**src/rtl/bers_pkg.sv**
```systemverilog
// Shared types, constants and lookup tables of the bearing error RSS block.
package bers_pkg;

  localparam int SIGMA_BITS_DEF = 20;
  localparam int OUT_W          = 20;
  localparam int CFG_W          = 16;
  localparam int SNR_W          = 11;
  localparam int REG_IDX_W      = 3;
  localparam int TERM_ST        = 8;   // stages in bers_term
  localparam int RSS_ST         = 3;   // stages in bers_rss
  localparam int X_W            = 36;  // sigma * mantissa
  localparam int TERM_W         = 38;  // unsaturated SNR term

  localparam logic [12:0] E_BIAS  = 13'd2400;  // keeps the exponent nonnegative
  localparam logic [4:0]  QI_ZERO = 5'd12;     // decade index of 10^0
  localparam logic [4:0]  K_LAST  = 5'd6;      // deeper divisions round to zero

  typedef enum logic [REG_IDX_W-1:0] {
    REG_METHOD     = 3'd0,
    REG_SNR_SIGMA  = 3'd1,
    REG_SNR_REF    = 3'd2,
    REG_CALIB      = 3'd3,
    REG_ATTITUDE   = 3'd4,
    REG_MP_LOS     = 3'd5,
    REG_MP_NLOS    = 3'd6,
    REG_MIXTURE    = 3'd7
  } reg_index_t;

  typedef struct packed {
    logic [CFG_W-1:0] method_sigma;
    logic [CFG_W-1:0] snr_ref_sigma;
    logic [SNR_W-1:0] snr_ref_tenths;
    logic [CFG_W-1:0] calibration_sigma;
    logic [CFG_W-1:0] attitude_sigma;
    logic [CFG_W-1:0] multipath_los_sigma;
    logic [CFG_W-1:0] multipath_nlos_sigma;
    logic [CFG_W-1:0] mixture_sigma;
  } cfg_t;

  localparam cfg_t CFG_RESET = '{
    method_sigma:         16'd0,
    snr_ref_sigma:        16'd0,
    snr_ref_tenths:       11'd100,
    calibration_sigma:    16'd0,
    attitude_sigma:       16'd0,
    multipath_los_sigma:  16'd0,
    multipath_nlos_sigma: 16'd0,
    mixture_sigma:        16'd0
  };

  // round(10^(a/10) * 2^16)
  function automatic logic [18:0] pow_a(input logic [3:0] a);
    logic [18:0] r;
    unique case (a)
      4'd0:    r = 19'd65536;
      4'd1:    r = 19'd82505;
      4'd2:    r = 19'd103868;
      4'd3:    r = 19'd130762;
      4'd4:    r = 19'd164619;
      4'd5:    r = 19'd207243;
      4'd6:    r = 19'd260904;
      4'd7:    r = 19'd328458;
      4'd8:    r = 19'd413504;
      4'd9:    r = 19'd520571;
      default: r = 19'd0;
    endcase
    return r;
  endfunction

  // round(10^(b/200) * 2^16)
  function automatic logic [16:0] pow_b(input logic [4:0] b);
    logic [16:0] r;
    unique case (b)
      5'd0:    r = 17'd65536;
      5'd1:    r = 17'd66295;
      5'd2:    r = 17'd67063;
      5'd3:    r = 17'd67839;
      5'd4:    r = 17'd68625;
      5'd5:    r = 17'd69419;
      5'd6:    r = 17'd70223;
      5'd7:    r = 17'd71036;
      5'd8:    r = 17'd71859;
      5'd9:    r = 17'd72691;
      5'd10:   r = 17'd73533;
      5'd11:   r = 17'd74384;
      5'd12:   r = 17'd75245;
      5'd13:   r = 17'd76117;
      5'd14:   r = 17'd76998;
      5'd15:   r = 17'd77890;
      5'd16:   r = 17'd78792;
      5'd17:   r = 17'd79704;
      5'd18:   r = 17'd80627;
      5'd19:   r = 17'd81561;
      default: r = 17'd0;
    endcase
    return r;
  endfunction

  // 10^q for the upper decades
  function automatic logic [16:0] pow10(input logic [2:0] q);
    logic [16:0] r;
    unique case (q)
      3'd0:    r = 17'd1;
      3'd1:    r = 17'd10;
      3'd2:    r = 17'd100;
      3'd3:    r = 17'd1000;
      3'd4:    r = 17'd10000;
      3'd5:    r = 17'd100000;
      default: r = 17'd0;
    endcase
    return r;
  endfunction

  // 10^k / 2, rounding offset of the lower decades
  function automatic logic [20:0] half_k(input logic [3:0] k);
    logic [20:0] r;
    unique case (k)
      4'd1:    r = 21'd5;
      4'd2:    r = 21'd50;
      4'd3:    r = 21'd500;
      4'd4:    r = 21'd5000;
      4'd5:    r = 21'd50000;
      4'd6:    r = 21'd500000;
      default: r = 21'd0;
    endcase
    return r;
  endfunction

  // ceil(2^s / 10^k), exact for 21-bit dividends
  function automatic logic [21:0] recip_k(input logic [3:0] k);
    logic [21:0] r;
    unique case (k)
      4'd1:    r = 22'd3355444;
      4'd2:    r = 22'd2684355;
      4'd3:    r = 22'd2147484;
      4'd4:    r = 22'd3435974;
      4'd5:    r = 22'd2748780;
      4'd6:    r = 22'd2199024;
      default: r = 22'd0;
    endcase
    return r;
  endfunction

  // s = 21 + ceil(log2(10^k))
  function automatic logic [5:0] rshift_k(input logic [3:0] k);
    logic [5:0] r;
    unique case (k)
      4'd1:    r = 6'd25;
      4'd2:    r = 6'd28;
      4'd3:    r = 6'd31;
      4'd4:    r = 6'd35;
      4'd5:    r = 6'd38;
      4'd6:    r = 6'd41;
      default: r = 6'd0;
    endcase
    return r;
  endfunction

endpackage

```
**src/rtl/bers_sqrt.sv**
```systemverilog
// Pipelined digit-by-digit square root with round-to-nearest output stage.
module bers_sqrt #(
  parameter int SIGMA_BITS = bers_pkg::SIGMA_BITS_DEF
) (
  input  logic                      clk,
  input  logic [SIGMA_BITS:0]       en,
  input  logic [2*SIGMA_BITS-1:0]   rad,
  input  logic                      over_in,
  input  logic [SIGMA_BITS-1:0]     term_in,
  input  logic                      sat_in,
  output logic [SIGMA_BITS-1:0]     total,
  output logic [SIGMA_BITS-1:0]     term,
  output logic                      sat
);

  localparam int SB    = SIGMA_BITS;
  localparam int RW    = SB + 2;
  localparam int TAG_W = SB + 2;

  logic [RW-1:0]    rem_q  [SB];
  logic [SB-1:0]    root_q [SB];
  logic [2*SB-1:0]  n_q    [SB];
  logic [TAG_W-1:0] tag_q  [SB];

  for (genvar i = 0; i < SB; i++) begin : g_stage
    logic [RW-1:0]    rem_prev;
    logic [SB-1:0]    root_prev;
    logic [2*SB-1:0]  n_prev;
    logic [TAG_W-1:0] tag_prev;
    logic [RW+1:0]    rem_sh;
    logic [RW+1:0]    trial;
    logic [RW+1:0]    diff;
    logic             take;

    if (i == 0) begin : g_first
      assign rem_prev  = '0;
      assign root_prev = '0;
      assign n_prev    = rad;
      assign tag_prev  = {over_in, sat_in, term_in};
    end else begin : g_next
      assign rem_prev  = rem_q[i-1];
      assign root_prev = root_q[i-1];
      assign n_prev    = n_q[i-1];
      assign tag_prev  = tag_q[i-1];
    end

    // bring down two radicand bits, try root*4+1
    assign rem_sh = {rem_prev, n_prev[2*SB-1 -: 2]};
    assign trial  = {2'b00, root_prev, 2'b01};
    assign take   = (rem_sh >= trial);
    assign diff   = rem_sh - trial;

    always_ff @(posedge clk) begin
      if (en[i]) begin
        rem_q[i]  <= take ? diff[RW-1:0] : rem_sh[RW-1:0];
        root_q[i] <= {root_prev[SB-2:0], take};
        n_q[i]    <= {n_prev[2*SB-3:0], 2'b00};
        tag_q[i]  <= tag_prev;
      end
    end
  end

  logic [RW-1:0]    rem_f;
  logic [SB-1:0]    root_f;
  logic [TAG_W-1:0] tag_f;
  logic             round_up;

  assign rem_f    = rem_q[SB-1];
  assign root_f   = root_q[SB-1];
  assign tag_f    = tag_q[SB-1];
  // remainder above the root means the true root is past the half point
  assign round_up = (rem_f > {2'b00, root_f});

  always_ff @(posedge clk) begin
    if (en[SB]) begin
      total <= tag_f[SB+1] ? '1 : root_f + {{(SB-1){1'b0}}, round_up};
      term  <= tag_f[SB-1:0];
      sat   <= tag_f[SB] | tag_f[SB+1];
    end
  end

endmodule

```
**config.mk**
```make
export PLATFORM = sky130hd
export DESIGN_NAME = bers_sqrt
export DESIGN_NICKNAME = d
export VERILOG_FILES = /design/src/rtl/bers_pkg.sv /design/src/rtl/bers_sqrt.sv
export SDC_FILE = /design/constraint.sdc
export NUM_CORES = 2
export LEC_CHECK = 0
export BUFFER_PORTS_ARGS = -buffer_cell sky130_fd_sc_hd__buf_2
export CORE_ASPECT_RATIO = 0.8
export CORE_MARGIN = 1.5
export CORE_UTILIZATION = 35
export CTS_CLUSTER_SIZE = 24
export DETAILED_ROUTE_END_ITERATION = 10
export PLACE_DENSITY = 0.58
export SLEW_MARGIN = 30
export SYNTH_ARGS = -nofsm -noshare
export SYNTH_HDL_FRONTEND = slang
export SYNTH_SLANG_ARGS = --single-unit
```
**constraint.sdc**
```tcl
create_clock -name clk -period 9.3 [get_ports clk]
set_input_delay 0.93 -clock clk [delete_from_list [all_inputs] [get_ports clk]]
set_output_delay 0.93 -clock clk [all_outputs]
set_load 0.05 [all_outputs]
```
==> metrics.yaml <==
status: "completed"
path_clk_slew_ns: 0.06
max_freq_mhz: 247
maxSlewViolCount: 0
grt_pass1_vias: 31800
fin_area_um2: 70600
rsz0062_at_grt: "no"
p_leak_nw: 26.1
grt_pass1_wl_um: 170000
grt_max_degree: 71
syn_area_per_cell_um2: 14.8
synth-xor-area-share: 0.0453
period_minus_slack_ns: 4.05
htreeDepth: 4
place_hpwl_um: 76000
peakVddDrop_mv: 0.162
synth-compound-area-share: 0.0703
cap_viol_max_count: 0
cts-resized-gates: 0
routedWlPerCell_um: 15.4
area_delta_synth_final_pct: 13.9
worstHoldStart: "term_in[4]"
ys_seq_area_frac: 0.718
ys_seq_elements: 1483
synth_top_family_by_area: "simple AND/OR/NAND/NOR gates"
max_stage_delay_ns: 0.73
grt_overflow_total: 0
cts_root_buffer: "clkbuf_16"
critPathArrivalTime_ns: 4.56
antenna_found_initial: 1
critPathCaptureType: "flop"
path_delay_family: "compound AO/OA/AOI/OAI gates"
yosysWarnings: 0
port_buffers: 124
cts_num_sinks: 1483
grt_use_total: 0.118
worst_pin_slew_ns: 1.01
startpoint_type: "flop"
tns_ns: 0
final_layout_size_suffix_gt1_frac: 0.105
syn-num-nets: 4514
cpMaxStageDelayCell: "a2111oi_0"
route.vias.total: 32600
synth-simple-area-share: 0.0791
die_width_um: 474
synthMuxAreaShare: 0.0127
viasPerCell: 4.71
cts_setup_buffers: 0
synthCells: 4175
finalWirelength_um: 106000
crit_type: "reg2reg"
fin_nets: 4762
dieHeight_um: 379
synth_cell_types: 74
netlist_area_um2: 62000
min_path_type: "in2reg"
relSlewSlack: 0.321
required_ns: 9.81
cts_buffer_depth: 3
rr_startpoint: "root_q[4][75]$_DFFE_PP_"
cts_tree: "done"
crit_path_cell_trace: "inv_1 -> ha_1 -> a21o_1 -> a21oi_1 -> nor2b_1 -> o21ai_0 -> nand2b_1 -> a2111oi_0 -> a21oi_1 -> ha_1 -> ha_1 -> nand3_1 -> nor3_1 -> and3_1 -> or3_1"
synthAdderAreaFrac: 0.0515
ys.flop_type: "edfxtp_1"
dieArea_um2: 180000
cts_hold_buf: 0
finalCritPeriodShare: 0.435
crit_path_frequent_cell: "ha_1"
drtPass1Iterations: 5
path_buf_inv: 1
num_io_pins: 125
cp_max_fo: 7
core_um2: 175000
crit_start: "root_q[4][75]$_DFFE_PP_"
drt_iter0_markers: 2283
power_density_nw_per_um2: 237
finalHoldViolCount: 0
power_mw: 16.7
skew_ns: 0.0327
async_reset_ff_frac: 0
gp_congestion: 0.865
rows: 137
clk_latency_ns: 0.78
fin_util: 0.403
start_util: 0.354
drc: 0
cts_buffers: 151
placed_cell_area_um2: 65600
finalSetupViolations: 0
synth_edf_count: 1483
ant_nets: 0
## cells in the final DEF, fill, tap and decap left out, types with 45 or more instances in the layout
cell type  synthesis  final
a21o_1            82     82
nor3_1           100     99
nor2_1           215    215
a21oi_1          202    202
nor4_1            56     56
clkbuf_16          0    153
o21ai_0          189    189
edfxtp_1        1483   1483
nand2b_1          51     51
xnor2_1          174    174
ha_1             255    255
xor2_1           147    147
nand4_1           50     50
inv_1            311    311
o21a_1            47     47
nor2b_1           45     45
nand2_1          231    231
nand3_1           57     57
buf_2              1    115
mux2_2            51     51
## synth_stat cells (all sizes together), types with 11 or more instances
cell type | count | area (um^2)
a2111oi | 11 | 96.3
o31a | 12 | 105
nor3 | 100 | 500
nand4 | 50 | 313
o21bai | 14 | 105
a31oi | 13 | 81.3
nand2b | 51 | 319
o21ai | 192 | 961
mux2i | 12 | 120
or3 | 44 | 275
o31ai | 25 | 188
inv | 311 | 1170
o21a | 47 | 353
nand3b | 12 | 90.1
mux2 | 57 | 664
nor4 | 56 | 350
xor2 | 147 | 1290
clkbuf | 53 | 199
nand2 | 231 | 867
o211ai | 12 | 90.1
ha | 255 | 3190
and3 | 18 | 113
a21oi | 202 | 1010
nand3 | 57 | 285
xnor2 | 174 | 1520
a211oi | 22 | 165
or2 | 37 | 231
edfxtp | 1483 | 44500
nor2b | 45 | 282
or4 | 24 | 188
nor2 | 215 | 807
a21o | 82 | 616
## where the power goes
part | leakage [nW] | switching (mW) | internal [mW]
clock | 2.39 | 2.52 | 3.42
combinational | 9.47 | 1.30 | 0.968
sequential | 14.3 | 0.347 | 8.20
total | 26.1 | 4.16 | 12.6
## flip-flops by register name (all words and copies together) (netlist names)
register  flops
sat           1
n_q         380
total        20
term         20
tag_q       440
rem_q       412
root_q      210
## worst reg2reg max path, stage by stage (launching register included)
cell and delay, ns:
edfxtp_1 0.44, inv_1 0.09, ha_1 0.23, a21o_1 0.17, a21oi_1 0.15, nor2b_1 0.05
o21ai_0 0.14, nand2b_1 0.07, a2111oi_0 0.73, a21oi_1 0.25, ha_1 0.30, ha_1 0.22
nand3_1 0.25, nor3_1 0.19, and3_1 0.20, or3_1 0.33
## stage by stage
stage | std cells | setup WS (ns) | hold slack (ns)
after CTS | 6906 | 5.21 | 0.243
after floorplan | 4175 | 5.95 | 0.400
after global routing | 6908 | 4.84 | 0.267
after global placement | 6629 | 4.93 | 0.400
after detailed placement | 6631 | 5.21 | 0.405
final | 6909 | 5.25 | 0.328
## area by class of cell
class / instances / area [um^2]
diodes: 1 / 2.50
clock buffers: 185 / 3950
clock inverters: 90 / 988
fillers: 16100 / 105000
inverters: 313 / 1170
multi-input cells: 2318 / 16100
flip-flops and latches: 1483 / 44500
well taps: 2363 / 2960
repair buffers: 156 / 918
## logic make-up after synthesis
kind of cell / Yosys count
other cells: 1
fa+ha+maj: 255
mux: 69
xor+xnor: 321
compound gates: 697
flops: 1483
buf+inv: 374
simple gates: 975
## layer usage
layer | GRT usage | wire (um) | vias up
met5 | 0 | 0 | -
met1 | 0.163 | 51600 | 15600
met3 | 0.0242 | 4980 | 171
met4 | 0.0386 | 2510 | 0
met2 | 0.185 | 47300 | 575
li1 | - | - | 16200
## worst paths after layout
check                                 end  cells after the start  slack [ns]
setup / recovery  total[18]$_SDFFCE_PP1P_                     15        5.25
hold / removal      tag_q[0][4]$_DFFE_PP_                      1        0.33
setup reg to reg  total[18]$_SDFFCE_PP1P_                     15        5.25
hold reg to reg     tag_q[4][3]$_DFFE_PP_                      0        0.39
No activity file was read; power rests on OpenSTA's default activity.
