==> config.mk <==
export PLATFORM = sky130hd
export DESIGN_NAME = bers_rss
export DESIGN_NICKNAME = d
export VERILOG_FILES = /design/src/rtl/bers_pkg.sv /design/src/rtl/bers_rss.sv
export SDC_FILE = /design/constraint.sdc
export NUM_CORES = 2
export LEC_CHECK = 0
export ABC_AREA = 1
export BUFFER_PORTS_ARGS = -buffer_cell sky130_fd_sc_hd__buf_2
export CAP_MARGIN = 5
export CORE_ASPECT_RATIO = 1.75
export CORE_MARGIN = 10
export CORE_UTILIZATION = 45
export CTS_BUF_LIST = sky130_fd_sc_hd__clkbuf_16
export CTS_CLUSTER_DIAMETER = 100
export DETAILED_ROUTE_END_ITERATION = 6
export PLACE_DENSITY = 0.67
export SLEW_MARGIN = 40
export SYNTH_ARGS = -nofsm -noshare
export SYNTH_HDL_FRONTEND = slang
export SYNTH_SLANG_ARGS = --single-unit
export TNS_END_PERCENT = 10
==> constraint.sdc <==
create_clock -name clk -period 7.4 [get_ports clk]
set_input_delay 0.74 -clock clk [delete_from_list [all_inputs] [get_ports clk]]
set_output_delay 0.74 -clock clk [all_outputs]
set_load 0.05 [all_outputs]
==> src/rtl/bers_pkg.sv <==
// Shared types, constants and lookup tables of the bearing error RSS block.
package bers_pkg;

  localparam int SIGMA_BITS_DEF = 20;
  localparam int OUT_W          = 20;
  localparam int CFG_W          = 16;
  localparam int SNR_W          = 11;
  localparam int REG_IDX_W      = 3;
  localparam int TERM_ST        = 8;   // stages in bers_term
  localparam int RSS_ST         = 3;   // stages in bers_rss
  localparam int X_W            = 36;  // sigma * mantissa
  localparam int TERM_W         = 38;  // unsaturated SNR term

  localparam logic [12:0] E_BIAS  = 13'd2400;  // keeps the exponent nonnegative
  localparam logic [4:0]  QI_ZERO = 5'd12;     // decade index of 10^0
  localparam logic [4:0]  K_LAST  = 5'd6;      // deeper divisions round to zero

  typedef enum logic [REG_IDX_W-1:0] {
    REG_METHOD     = 3'd0,
    REG_SNR_SIGMA  = 3'd1,
    REG_SNR_REF    = 3'd2,
    REG_CALIB      = 3'd3,
    REG_ATTITUDE   = 3'd4,
    REG_MP_LOS     = 3'd5,
    REG_MP_NLOS    = 3'd6,
    REG_MIXTURE    = 3'd7
  } reg_index_t;

  typedef struct packed {
    logic [CFG_W-1:0] method_sigma;
    logic [CFG_W-1:0] snr_ref_sigma;
    logic [SNR_W-1:0] snr_ref_tenths;
    logic [CFG_W-1:0] calibration_sigma;
    logic [CFG_W-1:0] attitude_sigma;
    logic [CFG_W-1:0] multipath_los_sigma;
    logic [CFG_W-1:0] multipath_nlos_sigma;
    logic [CFG_W-1:0] mixture_sigma;
  } cfg_t;

  localparam cfg_t CFG_RESET = '{
    method_sigma:         16'd0,
    snr_ref_sigma:        16'd0,
    snr_ref_tenths:       11'd100,
    calibration_sigma:    16'd0,
    attitude_sigma:       16'd0,
    multipath_los_sigma:  16'd0,
    multipath_nlos_sigma: 16'd0,
    mixture_sigma:        16'd0
  };

  // round(10^(a/10) * 2^16)
  function automatic logic [18:0] pow_a(input logic [3:0] a);
    logic [18:0] r;
    unique case (a)
      4'd0:    r = 19'd65536;
      4'd1:    r = 19'd82505;
      4'd2:    r = 19'd103868;
      4'd3:    r = 19'd130762;
      4'd4:    r = 19'd164619;
      4'd5:    r = 19'd207243;
      4'd6:    r = 19'd260904;
      4'd7:    r = 19'd328458;
      4'd8:    r = 19'd413504;
      4'd9:    r = 19'd520571;
      default: r = 19'd0;
    endcase
    return r;
  endfunction

  // round(10^(b/200) * 2^16)
  function automatic logic [16:0] pow_b(input logic [4:0] b);
    logic [16:0] r;
    unique case (b)
      5'd0:    r = 17'd65536;
      5'd1:    r = 17'd66295;
      5'd2:    r = 17'd67063;
      5'd3:    r = 17'd67839;
      5'd4:    r = 17'd68625;
      5'd5:    r = 17'd69419;
      5'd6:    r = 17'd70223;
      5'd7:    r = 17'd71036;
      5'd8:    r = 17'd71859;
      5'd9:    r = 17'd72691;
      5'd10:   r = 17'd73533;
      5'd11:   r = 17'd74384;
      5'd12:   r = 17'd75245;
      5'd13:   r = 17'd76117;
      5'd14:   r = 17'd76998;
      5'd15:   r = 17'd77890;
      5'd16:   r = 17'd78792;
      5'd17:   r = 17'd79704;
      5'd18:   r = 17'd80627;
      5'd19:   r = 17'd81561;
      default: r = 17'd0;
    endcase
    return r;
  endfunction

  // 10^q for the upper decades
  function automatic logic [16:0] pow10(input logic [2:0] q);
    logic [16:0] r;
    unique case (q)
      3'd0:    r = 17'd1;
      3'd1:    r = 17'd10;
      3'd2:    r = 17'd100;
      3'd3:    r = 17'd1000;
      3'd4:    r = 17'd10000;
      3'd5:    r = 17'd100000;
      default: r = 17'd0;
    endcase
    return r;
  endfunction

  // 10^k / 2, rounding offset of the lower decades
  function automatic logic [20:0] half_k(input logic [3:0] k);
    logic [20:0] r;
    unique case (k)
      4'd1:    r = 21'd5;
      4'd2:    r = 21'd50;
      4'd3:    r = 21'd500;
      4'd4:    r = 21'd5000;
      4'd5:    r = 21'd50000;
      4'd6:    r = 21'd500000;
      default: r = 21'd0;
    endcase
    return r;
  endfunction

  // ceil(2^s / 10^k), exact for 21-bit dividends
  function automatic logic [21:0] recip_k(input logic [3:0] k);
    logic [21:0] r;
    unique case (k)
      4'd1:    r = 22'd3355444;
      4'd2:    r = 22'd2684355;
      4'd3:    r = 22'd2147484;
      4'd4:    r = 22'd3435974;
      4'd5:    r = 22'd2748780;
      4'd6:    r = 22'd2199024;
      default: r = 22'd0;
    endcase
    return r;
  endfunction

  // s = 21 + ceil(log2(10^k))
  function automatic logic [5:0] rshift_k(input logic [3:0] k);
    logic [5:0] r;
    unique case (k)
      4'd1:    r = 6'd25;
      4'd2:    r = 6'd28;
      4'd3:    r = 6'd31;
      4'd4:    r = 6'd35;
      4'd5:    r = 6'd38;
      4'd6:    r = 6'd41;
      default: r = 6'd0;
    endcase
    return r;
  endfunction

endpackage

==> src/rtl/bers_rss.sv <==
// Squares of the six error terms and their registered adder tree.
module bers_rss #(
  parameter int SIGMA_BITS = bers_pkg::SIGMA_BITS_DEF
) (
  input  logic                          clk,
  input  logic [bers_pkg::RSS_ST-1:0]   en,
  input  bers_pkg::cfg_t                cfg,
  input  logic [SIGMA_BITS-1:0]         term_in,
  input  logic                          sat_in,
  input  logic                          los,
  input  logic                          mix,
  output logic [2*SIGMA_BITS-1:0]       rad,
  output logic                          over,
  output logic [SIGMA_BITS-1:0]         term_out,
  output logic                          sat_out
);

  localparam int SB = SIGMA_BITS;
  localparam int SW = 2*SB + 3;
  localparam logic [SW-1:0] LIM    = {{(SW-SB){1'b0}}, {SB{1'b1}}};
  localparam logic [SW-1:0] LIM_SQ = LIM * LIM;

  logic [2*SB-1:0] sq_t;
  logic [31:0]     sq_m;
  logic [31:0]     sq_c;
  logic [31:0]     sq_a;
  logic [31:0]     sq_p;
  logic [31:0]     sq_x;
  logic [2*SB:0]   p0;
  logic [32:0]     p1;
  logic [32:0]     p2;
  logic [SB-1:0]   term_q [2];
  logic [1:0]      sat_q;

  logic [bers_pkg::CFG_W-1:0] mp;
  logic [bers_pkg::CFG_W-1:0] mx;
  logic [SW-1:0]              total;

  assign mp    = los ? cfg.multipath_los_sigma : cfg.multipath_nlos_sigma;
  assign mx    = mix ? cfg.mixture_sigma : '0;
  assign total = {2'b00, p0} + {{(SW-33){1'b0}}, p1} + {{(SW-33){1'b0}}, p2};

  always_ff @(posedge clk) begin
    if (en[0]) begin
      sq_t      <= {{SB{1'b0}}, term_in} * {{SB{1'b0}}, term_in};
      sq_m      <= {16'd0, cfg.method_sigma} * {16'd0, cfg.method_sigma};
      sq_c      <= {16'd0, cfg.calibration_sigma} * {16'd0, cfg.calibration_sigma};
      sq_a      <= {16'd0, cfg.attitude_sigma} * {16'd0, cfg.attitude_sigma};
      sq_p      <= {16'd0, mp} * {16'd0, mp};
      sq_x      <= {16'd0, mx} * {16'd0, mx};
      term_q[0] <= term_in;
      sat_q[0]  <= sat_in;
    end
    if (en[1]) begin
      p0        <= {1'b0, sq_t} + {{(2*SB-31){1'b0}}, sq_m};
      p1        <= {1'b0, sq_c} + {1'b0, sq_a};
      p2        <= {1'b0, sq_p} + {1'b0, sq_x};
      term_q[1] <= term_q[0];
      sat_q[1]  <= sat_q[0];
    end
    if (en[2]) begin
      rad      <= total[2*SB-1:0];
      over     <= (total > LIM_SQ);
      term_out <= term_q[1];
      sat_out  <= sat_q[1];
    end
  end

endmodule

==> impl_results.md <==
- Synthesized area per cell: 8.707 um^2
- R2R depth: 18
- Final net count: 10,170
- Die X-Extent: 317 um
- Initial Util: 45.30%
- Post_cts resized: 0
- GPL Wtd Cong: 0.9534
- Max Cap Viol: 0
- Max Clk Rate: 152.8 MHz
- Synth cell types: 54
- Syn Inst Count: 7,978
- Layout area overhead: 7.196%
- Worst setup path class: in2reg
- CP Capture Type: flip-flop
- Setup-failing EPs final: 0
- CP Launch Type: primary input
- Io pins: 212
- Vias in the first global route: 56,450
- Filler cells: 14,570
- Total number of vias: 51,390
- Crit-path max FO: 22
- Min-delay worst type: in2reg
- Status: complete, no violations
- DRT iter0 DRCs: 2,346
- Synth area leader: fa_1
- Die Y: 539.8 um
- Reg2Reg Capture Point: over$_DFFE_PP_
- FF+latch count, synth: 404
- Syn Std Cell Area: 69,460 um^2
- Max-slew violation count: 0
- Clock sink count: 404
- First-pass GRT wire length: 288,300 um
- Top area cells in the synthesized netlist: fa_1 (33%), edfxtp_1 (17%), ha_1 (14%), inv_1 (12%), nand2_1 (7.7%)
- DIE AREA: 171,100 um^2
- Syn_nets: 10,030
- First-pass detailed-route iteration total: 5
- Period utilization: 88.44%
- Final WL: 180,200 um
- Post-CTS Setup Bufs: 0
- Normalized max-slew margin: 49.90%
- RSZ-0062 raised after global routing: false
- Arr. time, crit path: 6890 ps
- Ys async rst share: 0%
- H-tree depth: 2
- Clk buf depth: 3
- Largest net degree at the start of global routing: 96
- WL/cell: 17.71 um
- Reg-to-reg setup timing slack: 3470 ps
- Setup crit end: sq_p[29]$_DFFE_PP_
- Final ANT Viol Nets: 0
- Grt total ovfl: 0
- # rows: 190
- Seq/Total Area, Yosys: 17.46%
- Worst-path clk slew: 60 ps
- PortBufs: 184
- Least-Margin Pin Slew: 749.0 ps
- Yosys warnings: 0
- Cts hold-fix bufs: 0
- Core Area: 153,300 um^2
- Most used DFF post-synth: edfxtp_1
- Setup tns final: 0 ps
- Final Hold Viols: 0
- DRC viols: 0
- Gr usage total: 21.36%
- EDFF count, synth: 404
- Skew final: 21.04 ps
- CTS tree: done
- Detailed Place HPWL: 156,400 um
- Via/cell ratio: 5.050
- CP required: 7740 ps
- Min Tclk post-route: 6545 ps
- Worst-Skew Late Latency: 610 ps
- Initial antenna violation count: 5
- CTS Buf Count: 46
- R2r startpoint: p0[1]$_DFFE_PP_
- Layout cell share with drive strength beyond 1: 5.015%
- Setup crit start: los
- CTS root buf: clkbuf_16
- Synth top area share: 32.74%
[synth_stat cells (32+ instances only)]
master / n
a21oi_1: 358
a31oi_1: 42
nor3_1: 35
fa_1: 1136
edfxtp_1: 404
o21bai_1: 36
nand4_1: 41
nand3_1: 155
ha_1: 768
nand2_1: 1425
a21o_1: 32
xnor2_1: 117
nor2_1: 489
inv_1: 2225
o21ai_0: 135
xor2_1: 207
clkbuf_1: 142
[kinds of logic (layout without fill, tap and decap cells)]
logic type	count (synthesis)	count (layout)	share of synthesized area [%]
other	0	5	0
buffers and inverters	2393	2570	12.94
adder cells (fa/ha/maj)	1904	1904	46.57
AO/OA/AOI/OAI	726	726	6.052
flip-flops	404	404	17.46
XOR/XNOR	324	324	4.085
AND/OR/NAND/NOR	2226	2226	12.88
multiplexers	1	1	0.01441
[cell usage in the layout, fill, tap and decap left out, types with 5 or more instances in the layout]
cell,instances
inv_1,2229
nand2_1,1425
fa_1,1136
ha_1,768
nor2_1,489
edfxtp_1,404
a21oi_1,358
xor2_1,207
buf_2,181
nand3_1,155
o21ai_0,133
xnor2_1,117
buf_4,64
clkbuf_16,47
a31oi_1,42
nand4_1,41
o21bai_1,36
nor3_1,35
a21o_1,32
o21ai_1,22
o21a_1,22
o21ai_2,18
clkinv_1,17
nor4_1,16
nand2_2,15
a21oi_2,13
or2_2,12
nor2_2,11
nand3b_1,10
o211ai_1,9
a21boi_0,8
bufinv_16,7
nand3_2,6
o221ai_1,6
diode_2,5
clkinv_2,5
[flip-flops by register name (all words and copies together), names as in the netlist, 33 cells and up]
register,count
p2,33
p0,41
term_q,39
sq_t,39
rad,40
p1,33
[critical path, cell delays in order]
cell and delay (ps):
buf_2 300, nand2_1 90, o21ai_1 120, inv_1 300, nor2_1 310, inv_1 110
fa_1 550, inv_1 60, fa_1 510, inv_1 60, fa_1 540, inv_1 60
fa_1 470, fa_1 520, fa_1 440, ha_1 380, nand2_1 120, nor4_1 440
nand4_1 160, nand3_1 200, a21o_1 170, a21oi_1 80, xor2_1 140
[per-layer routing]
| metal | global-route usage, % | vias to the layer above | share of wire, % |
|---|---|---|---|
| met5 | 0 | - | 0 |
| met4 | 12.31 | 0 | 6.7 |
| met3 | 1.860 | 515 | 3.5 |
| met2 | 41.57 | 1249 | 56 |
| met1 | 21.63 | 25280 | 34 |
| li1 | - | 24350 | - |
[stage by stage]
step                      utilization, %  area [um^2]  worst slack [ps]  hold slack (ps)  cells
after floorplan                        -        69460             656.9            400.3   7978
after global placement             47.49        72810             342.1            401.5  10080
after detailed placement           47.49        72820             272.6            404.5  10080
after CTS                          48.52        74400             876.6            320.1  10170
after global routing               48.55        74450             568.8            327.4  10170
final                              48.56        74460             855.5            336.1  10180
[worst min path at each step]
| stage | endpoint | cells past startpoint | startpoint | slack (ps) |
|---|---|---|---|---|
| 2_1_floorplan | sat_out$_DFFE_PP_ | 0 | sat_q[1]$_DFFE_PP_ | 400 |
| 3_3_place_gp | term_q[1][5]$_DFFE_PP_ | 0 | term_q[0][5]$_DFFE_PP_ | 400 |
| 3_5_place_dp | term_q[1][10]$_DFFE_PP_ | 0 | term_q[0][10]$_DFFE_PP_ | 400 |
| 4_1_cts | sat_q[0]$_DFFE_PP_ | 1 | sat_in | 320 |
| 5_1_grt | sat_q[0]$_DFFE_PP_ | 1 | sat_in | 330 |
| 6_report | sat_q[0]$_DFFE_PP_ | 1 | sat_in | 340 |
[cell type report]
| type | count | area, um^2 | area share [%] |
|---|---|---|---|
| Multi-Input combinational cell | 5181 | 48350 | 64.93 |
| Sequential cell | 404 | 12130 | 16.29 |
| Clock buffer | 47 | 1176 | 1.579 |
| Tap cell | 2016 | 2522 | 3.387 |
| Clock inverter | 38 | 406.6 | 0.5461 |
| Inverter | 2234 | 8386 | 11.26 |
| Antenna cell | 5 | 12.51 | 0.01680 |
| Timing Repair Buffer | 251 | 1481 | 1.989 |
Power is not shown: default switching activity piles up to over one toggle a cycle in this logic, so the estimate is an artifact.
