**src/rtl/bers_pkg.sv**
```systemverilog
// Shared types, constants and lookup tables of the bearing error RSS block.
package bers_pkg;

  localparam int SIGMA_BITS_DEF = 20;
  localparam int OUT_W          = 20;
  localparam int CFG_W          = 16;
  localparam int SNR_W          = 11;
  localparam int REG_IDX_W      = 3;
  localparam int TERM_ST        = 8;   // stages in bers_term
  localparam int RSS_ST         = 3;   // stages in bers_rss
  localparam int X_W            = 36;  // sigma * mantissa
  localparam int TERM_W         = 38;  // unsaturated SNR term

  localparam logic [12:0] E_BIAS  = 13'd2400;  // keeps the exponent nonnegative
  localparam logic [4:0]  QI_ZERO = 5'd12;     // decade index of 10^0
  localparam logic [4:0]  K_LAST  = 5'd6;      // deeper divisions round to zero

  typedef enum logic [REG_IDX_W-1:0] {
    REG_METHOD     = 3'd0,
    REG_SNR_SIGMA  = 3'd1,
    REG_SNR_REF    = 3'd2,
    REG_CALIB      = 3'd3,
    REG_ATTITUDE   = 3'd4,
    REG_MP_LOS     = 3'd5,
    REG_MP_NLOS    = 3'd6,
    REG_MIXTURE    = 3'd7
  } reg_index_t;

  typedef struct packed {
    logic [CFG_W-1:0] method_sigma;
    logic [CFG_W-1:0] snr_ref_sigma;
    logic [SNR_W-1:0] snr_ref_tenths;
    logic [CFG_W-1:0] calibration_sigma;
    logic [CFG_W-1:0] attitude_sigma;
    logic [CFG_W-1:0] multipath_los_sigma;
    logic [CFG_W-1:0] multipath_nlos_sigma;
    logic [CFG_W-1:0] mixture_sigma;
  } cfg_t;

  localparam cfg_t CFG_RESET = '{
    method_sigma:         16'd0,
    snr_ref_sigma:        16'd0,
    snr_ref_tenths:       11'd100,
    calibration_sigma:    16'd0,
    attitude_sigma:       16'd0,
    multipath_los_sigma:  16'd0,
    multipath_nlos_sigma: 16'd0,
    mixture_sigma:        16'd0
  };

  // round(10^(a/10) * 2^16)
  function automatic logic [18:0] pow_a(input logic [3:0] a);
    logic [18:0] r;
    unique case (a)
      4'd0:    r = 19'd65536;
      4'd1:    r = 19'd82505;
      4'd2:    r = 19'd103868;
      4'd3:    r = 19'd130762;
      4'd4:    r = 19'd164619;
      4'd5:    r = 19'd207243;
      4'd6:    r = 19'd260904;
      4'd7:    r = 19'd328458;
      4'd8:    r = 19'd413504;
      4'd9:    r = 19'd520571;
      default: r = 19'd0;
    endcase
    return r;
  endfunction

  // round(10^(b/200) * 2^16)
  function automatic logic [16:0] pow_b(input logic [4:0] b);
    logic [16:0] r;
    unique case (b)
      5'd0:    r = 17'd65536;
      5'd1:    r = 17'd66295;
      5'd2:    r = 17'd67063;
      5'd3:    r = 17'd67839;
      5'd4:    r = 17'd68625;
      5'd5:    r = 17'd69419;
      5'd6:    r = 17'd70223;
      5'd7:    r = 17'd71036;
      5'd8:    r = 17'd71859;
      5'd9:    r = 17'd72691;
      5'd10:   r = 17'd73533;
      5'd11:   r = 17'd74384;
      5'd12:   r = 17'd75245;
      5'd13:   r = 17'd76117;
      5'd14:   r = 17'd76998;
      5'd15:   r = 17'd77890;
      5'd16:   r = 17'd78792;
      5'd17:   r = 17'd79704;
      5'd18:   r = 17'd80627;
      5'd19:   r = 17'd81561;
      default: r = 17'd0;
    endcase
    return r;
  endfunction

  // 10^q for the upper decades
  function automatic logic [16:0] pow10(input logic [2:0] q);
    logic [16:0] r;
    unique case (q)
      3'd0:    r = 17'd1;
      3'd1:    r = 17'd10;
      3'd2:    r = 17'd100;
      3'd3:    r = 17'd1000;
      3'd4:    r = 17'd10000;
      3'd5:    r = 17'd100000;
      default: r = 17'd0;
    endcase
    return r;
  endfunction

  // 10^k / 2, rounding offset of the lower decades
  function automatic logic [20:0] half_k(input logic [3:0] k);
    logic [20:0] r;
    unique case (k)
      4'd1:    r = 21'd5;
      4'd2:    r = 21'd50;
      4'd3:    r = 21'd500;
      4'd4:    r = 21'd5000;
      4'd5:    r = 21'd50000;
      4'd6:    r = 21'd500000;
      default: r = 21'd0;
    endcase
    return r;
  endfunction

  // ceil(2^s / 10^k), exact for 21-bit dividends
  function automatic logic [21:0] recip_k(input logic [3:0] k);
    logic [21:0] r;
    unique case (k)
      4'd1:    r = 22'd3355444;
      4'd2:    r = 22'd2684355;
      4'd3:    r = 22'd2147484;
      4'd4:    r = 22'd3435974;
      4'd5:    r = 22'd2748780;
      4'd6:    r = 22'd2199024;
      default: r = 22'd0;
    endcase
    return r;
  endfunction

  // s = 21 + ceil(log2(10^k))
  function automatic logic [5:0] rshift_k(input logic [3:0] k);
    logic [5:0] r;
    unique case (k)
      4'd1:    r = 6'd25;
      4'd2:    r = 6'd28;
      4'd3:    r = 6'd31;
      4'd4:    r = 6'd35;
      4'd5:    r = 6'd38;
      4'd6:    r = 6'd41;
      default: r = 6'd0;
    endcase
    return r;
  endfunction

endpackage

```
**src/rtl/bers_term.sv**
```systemverilog
// SNR term: exponent split, mantissa tables, decade scaling and saturation.
module bers_term #(
  parameter int SIGMA_BITS = bers_pkg::SIGMA_BITS_DEF
) (
  input  logic                              clk,
  input  logic [bers_pkg::TERM_ST-1:0]      en,
  input  bers_pkg::cfg_t                    cfg,
  input  logic [bers_pkg::SNR_W-1:0]        snr_tenths,
  input  logic                              direct_path,
  input  logic                              mixture_present,
  output logic [SIGMA_BITS-1:0]             term,
  output logic                              term_sat,
  output logic                              los,
  output logic                              mix
);

  localparam int TS = bers_pkg::TERM_ST;
  localparam int XW = bers_pkg::X_W;
  localparam int TW = bers_pkg::TERM_W;

  // flags ride along the stages
  logic [TS-1:0] los_q;
  logic [TS-1:0] mix_q;

  // stage registers
  logic [11:0]   e1;
  logic [7:0]    t2;
  logic [4:0]    b2;
  logic [4:0]    qi3;
  logic [3:0]    a3;
  logic [4:0]    b3;
  logic [35:0]   prod4;
  logic [4:0]    qi4;
  logic [19:0]   m5;
  logic [4:0]    qi5;
  logic [XW-1:0] x6;
  logic [4:0]    qi6;
  logic [34:0]   hi7;
  logic [34:0]   lo7;
  logic [42:0]   rp7;
  logic          pos7;
  logic          zero7;
  logic [3:0]    k7;

  // combinational
  logic [9:0]    snr_c;
  logic [12:0]   e_sum;
  logic [23:0]   t_prod;
  logic [11:0]   b_full;
  logic [15:0]   q_prod;
  logic [7:0]    a_full;
  logic [35:0]   prod_c;
  logic [35:0]   m_sum;
  logic [XW-1:0] x_c;
  logic [4:0]    qn_full;
  logic [4:0]    k_full;
  logic [16:0]   p10;
  logic [20:0]   nd;
  logic [34:0]   hi_c;
  logic [34:0]   lo_c;
  logic [42:0]   rp_c;
  logic [53:0]   pos_sum;
  logic [42:0]   rp_sh;
  logic [TW-1:0] term_full;
  logic          over;

  // readings below 0 dB count as 0 dB
  assign snr_c  = snr_tenths[bers_pkg::SNR_W-1] ? 10'd0 : snr_tenths[9:0];
  assign e_sum  = {{2{cfg.snr_ref_tenths[bers_pkg::SNR_W-1]}}, cfg.snr_ref_tenths}
                  + bers_pkg::E_BIAS - {3'b000, snr_c};

  // e / 20 and e % 20 by reciprocal
  assign t_prod = {12'd0, e1} * 24'd3277;
  assign b_full = e1 - ({4'd0, t_prod[23:16]} * 12'd20);

  // t / 10 and t % 10
  assign q_prod = {8'd0, t2} * 16'd205;
  assign a_full = t2 - ({3'd0, q_prod[15:11]} * 8'd10);

  assign prod_c = {17'd0, bers_pkg::pow_a(a3)} * {19'd0, bers_pkg::pow_b(b3)};
  assign m_sum  = prod4 + 36'd32768;
  assign x_c    = {20'd0, cfg.snr_ref_sigma} * {16'd0, m5};

  // upper decades: x * 10^q, split in two partial products
  assign qn_full = qi6 - bers_pkg::QI_ZERO;
  assign p10     = bers_pkg::pow10(qn_full[2:0]);
  assign hi_c    = {17'd0, x6[35:18]} * {18'd0, p10};
  assign lo_c    = {17'd0, x6[17:0]} * {18'd0, p10};

  // lower decades: round(x / (10^k * 2^16)) with an exact reciprocal
  assign k_full = bers_pkg::QI_ZERO - qi6;
  assign nd     = {1'b0, x6[35:16]} + bers_pkg::half_k(k_full[3:0]);
  assign rp_c   = {22'd0, nd} * {21'd0, bers_pkg::recip_k(k_full[3:0])};

  assign pos_sum = {1'b0, hi7, 18'd0} + {19'd0, lo7} + 54'd32768;
  assign rp_sh   = rp7 >> bers_pkg::rshift_k(k7);

  always_comb begin
    if (pos7) begin
      term_full = pos_sum[53:16];
    end else if (zero7) begin
      term_full = '0;
    end else begin
      term_full = {17'd0, rp_sh[20:0]};
    end
  end

  assign over = |term_full[TW-1:SIGMA_BITS];

  always_ff @(posedge clk) begin
    los_q <= (en & {los_q[TS-2:0], direct_path}) | (~en & los_q);
    mix_q <= (en & {mix_q[TS-2:0], mixture_present}) | (~en & mix_q);
    if (en[0]) begin
      e1 <= e_sum[11:0];
    end
    if (en[1]) begin
      t2 <= t_prod[23:16];
      b2 <= b_full[4:0];
    end
    if (en[2]) begin
      qi3 <= q_prod[15:11];
      a3  <= a_full[3:0];
      b3  <= b2;
    end
    if (en[3]) begin
      prod4 <= prod_c;
      qi4   <= qi3;
    end
    if (en[4]) begin
      m5  <= m_sum[35:16];
      qi5 <= qi4;
    end
    if (en[5]) begin
      x6  <= x_c;
      qi6 <= qi5;
    end
    if (en[6]) begin
      hi7   <= hi_c;
      lo7   <= lo_c;
      rp7   <= rp_c;
      pos7  <= (qi6 >= bers_pkg::QI_ZERO);
      zero7 <= (k_full > bers_pkg::K_LAST);
      k7    <= k_full[3:0];
    end
    if (en[7]) begin
      term     <= over ? '1 : term_full[SIGMA_BITS-1:0];
      term_sat <= over;
    end
  end

  assign los = los_q[TS-1];
  assign mix = mix_q[TS-1];

endmodule

```
**config.mk**
```make
export PLATFORM = sky130hd
export DESIGN_NAME = bers_term
export DESIGN_NICKNAME = d
export VERILOG_FILES = /design/src/rtl/bers_pkg.sv /design/src/rtl/bers_term.sv
export SDC_FILE = /design/constraint.sdc
export NUM_CORES = 2
export LEC_CHECK = 0
export BUFFER_PORTS_ARGS = -buffer_cell sky130_fd_sc_hd__buf_2
export CAP_MARGIN = 0
export CORE_AREA = 2 2 344 346
export DETAILED_ROUTE_END_ITERATION = 7
export DIE_AREA = 0 0 346 348
export GPL_TIMING_DRIVEN = 0
export PLACE_DENSITY = 0.8
export SLEW_MARGIN = 30
export SYNTH_ARGS = -nofsm -noshare
export SYNTH_HDL_FRONTEND = slang
export SYNTH_SLANG_ARGS = --single-unit
```
**constraint.sdc**
```tcl
create_clock -name clk -period 10.15 [get_ports clk]
set_input_delay 0.5075 -clock clk [delete_from_list [all_inputs] [get_ports clk]]
set_output_delay 0.5075 -clock clk [all_outputs]
set_load 0.01 [all_outputs]
```
==> results.cfg <==
[worst_setup_path]
cpMostUsedCell = fa_1
r2r-start = qi6[1]$_DFFE_PP_
cp.required_ns = 10.57
path_delay_family = adder cells
critPathMaxFanout = 11
critical_path.slowest_cell = fa_1
cp_num_buf_inv = 9
startpoint = qi6[1]$_DFFE_PP_
setup.worst_path.class = reg -> reg
slowest_delay_ns = 0.60
reg2reg_slack_ns = -0.34
cp.arrival_ns = 10.90
crit_path_end_kind = flip-flop
critPathLaunchType = flip-flop

[clocking]
clk_latency_ns = 0.61
cts_tree = yes
clkTransAtPathRegs_ns = 0.06
cts_sinks = 306
htree_levels = 2
holdBufCountCts = 0
clockBufferDepth = 3
cts-root-buf = clkbuf_16
cts_buffers = 37

[worst_hold_path]
min_from = mixture_present
hp-class = in -> reg

[drt]
drc_errors = 0
dr.pass1.iters = 6
drtIter0Drc = 4397
detail-route-antenna-nets = 0
wire_per_inst_um = 21.4
viasPerCell = 5.78
num_vias = 54200
wirelength_um = 200000

[synthesis]
ys_ff_latch = 306
synth_nets = 9870
yosys.area.top_type = fa_1
synth_edf_count = 272
ys_types = 95
syn_inst = 7591
yosysSeqAreaShare_pct = 12.7
yosys_warnings = 0
synth_commonest_cells = 1,678 x inv_1, 1,263 x fa_1, 1,095 x nand2_1, 871 x ha_1, 332 x nor2_1
syn_area_mm2 = 0.0697
synth_area_leaders = fa_1 36%, ha_1 16%, edfxtp_1 12%
yosysTopAreaCellShare_pct = 36.3
synth-async-reset-ratio_pct = 0
post-synth-top-count-cell = inv_1
ys_dominant_reg_cell = edfxtp_1
avgSynthCellArea_um2 = 9.18

[final_layout]
area_delta_synth_final_pct = 8.48
drive_gt1_share_pct = 6.19
fillCellCount = 9551
nNetsFinal = 10100

[placed_design]
portBuffers = 55
hpwl_um = 166000
gp_congestion = 1.03

[status]
status = complete, but fails checks
violations = setup timing

[floorplanning]
die_w_um = 346
io_pins = 168
initial_core_util_pct = 59.6
die_y_um = 348
coreArea_mm2 = 0.117
die_area_mm2 = 0.120
std_cell_rows = 126

[sta]
rsz0062_at_grt = true
period_share_pct = 103
tns_ns = -1.57
setup_viol = 8
skew_ns = 0.0317
max_freq_ghz = 0.0954
slew_headroom_pct = 26.7
min_period_ns = 10.49
setup_slack_ns = -0.335
timing_hold_violations_final = 0
tightestPinTransition_ns = 1.10
finalMaxSlewViolations = 0

[global_routing]
grt-ovfl-total = 0
antenna_found_initial = 5
grt_pass1_wl_um = 317000
grt_usage_pct = 34.0
grt_pass1_vias = 57600
grt_max_degree = 79

[job]
max_cap_viol_count = 0
[repair_timing]
action | in CTS | in global routing
pin swaps | 52 | 25
setup endpoints to repair | 33 | 21
buffers inserted | 88 | 34
gates resized for setup | 192 | 79
[logic make-up (layout without fill, tap and decap cells)]
| kind of cell | count (synthesis) | in the layout | synth area share, % |
|---|---|---|---|
| simple gates | 2163 | 2163 | 14.1 |
| fa+ha+maj | 2134 | 2134 | 51.9 |
| buf+inv | 1963 | 2204 | 10.6 |
| compound gates | 734 | 734 | 6.83 |
| flops | 306 | 306 | 12.7 |
| xor+xnor | 227 | 227 | 2.85 |
| mux | 64 | 64 | 0.989 |
| other cells | 0 | 4 | 0 |
[worst paths after layout]
path                                           to  cells past startpoint
worst min register to register          flip-flop                      0
worst max register to register  rp7[37]$_DFFE_PP_                     39
worst max-delay path            rp7[37]$_DFFE_PP_                     39
worst min-delay path                    flip-flop                      1
[per-layer routing]
layer	part of all wire, %	track usage, %	wire length (um)	up-vias
met5	0.017	0	34	-
met4	5.5	15.1	11000	6
met3	9.9	7.34	19800	675
met2	46	56.0	92000	2802
met1	39	43.5	77400	26700
li1	-	-	-	24000
[cell usage in the layout, fill, tap and decap left out, types with 63 or more instances in the layout]
cell type and instances:
o21ai_0 133, buf_4 112, inv_1 1662, and3_1 104, edfxtp_1 272, nor2_1 309, nand3_1 89, a21o_1 69
a21oi_1 211, ha_1 846, and2_1 294, fa_1 1237, clkbuf_1 243, nand2_1 1088, xnor2_1 139, nor3_1 64
xor2_1 63
[metrics by stage]
stage / area [um^2] / hold slack [ns] / worst slack (ns) / instances / utilization, %
finish: 75600 / 0.0885 / -0.335 / 9372 / 64.7
global route: 75600 / 0.0684 / -0.487 / 9368 / 64.6
CTS: 75200 / 0.0524 / -0.224 / 9336 / 64.2
detailed placement: 72200 / 0.405 / -2.70 / 9183 / 61.7
global placement: 72100 / 0.401 / -3.14 / 9182 / 61.6
floorplan: 69900 / 0.400 / 0.00436 / 7591 / -
[layout make-up]
| class | instances | area (um^2) | area share [%] |
|---|---|---|---|
| Inverter | 1680 | 6340 | 8.38 |
| Clock buffer | 42 | 958 | 1.27 |
| Tap cell | 1536 | 1920 | 2.54 |
| Sequential cell | 306 | 8850 | 11.7 |
| Clock inverter | 26 | 299 | 0.395 |
| Multi-Input combinational cell | 5322 | 54700 | 72.3 |
| Timing Repair Buffer | 177 | 1300 | 1.72 |
| Antenna cell | 4 | 10.0 | 0.0132 |
| Buffer | 279 | 1250 | 1.65 |
Power is not shown: default switching activity piles up to over one toggle a cycle in this logic, so the estimate is an artifact.
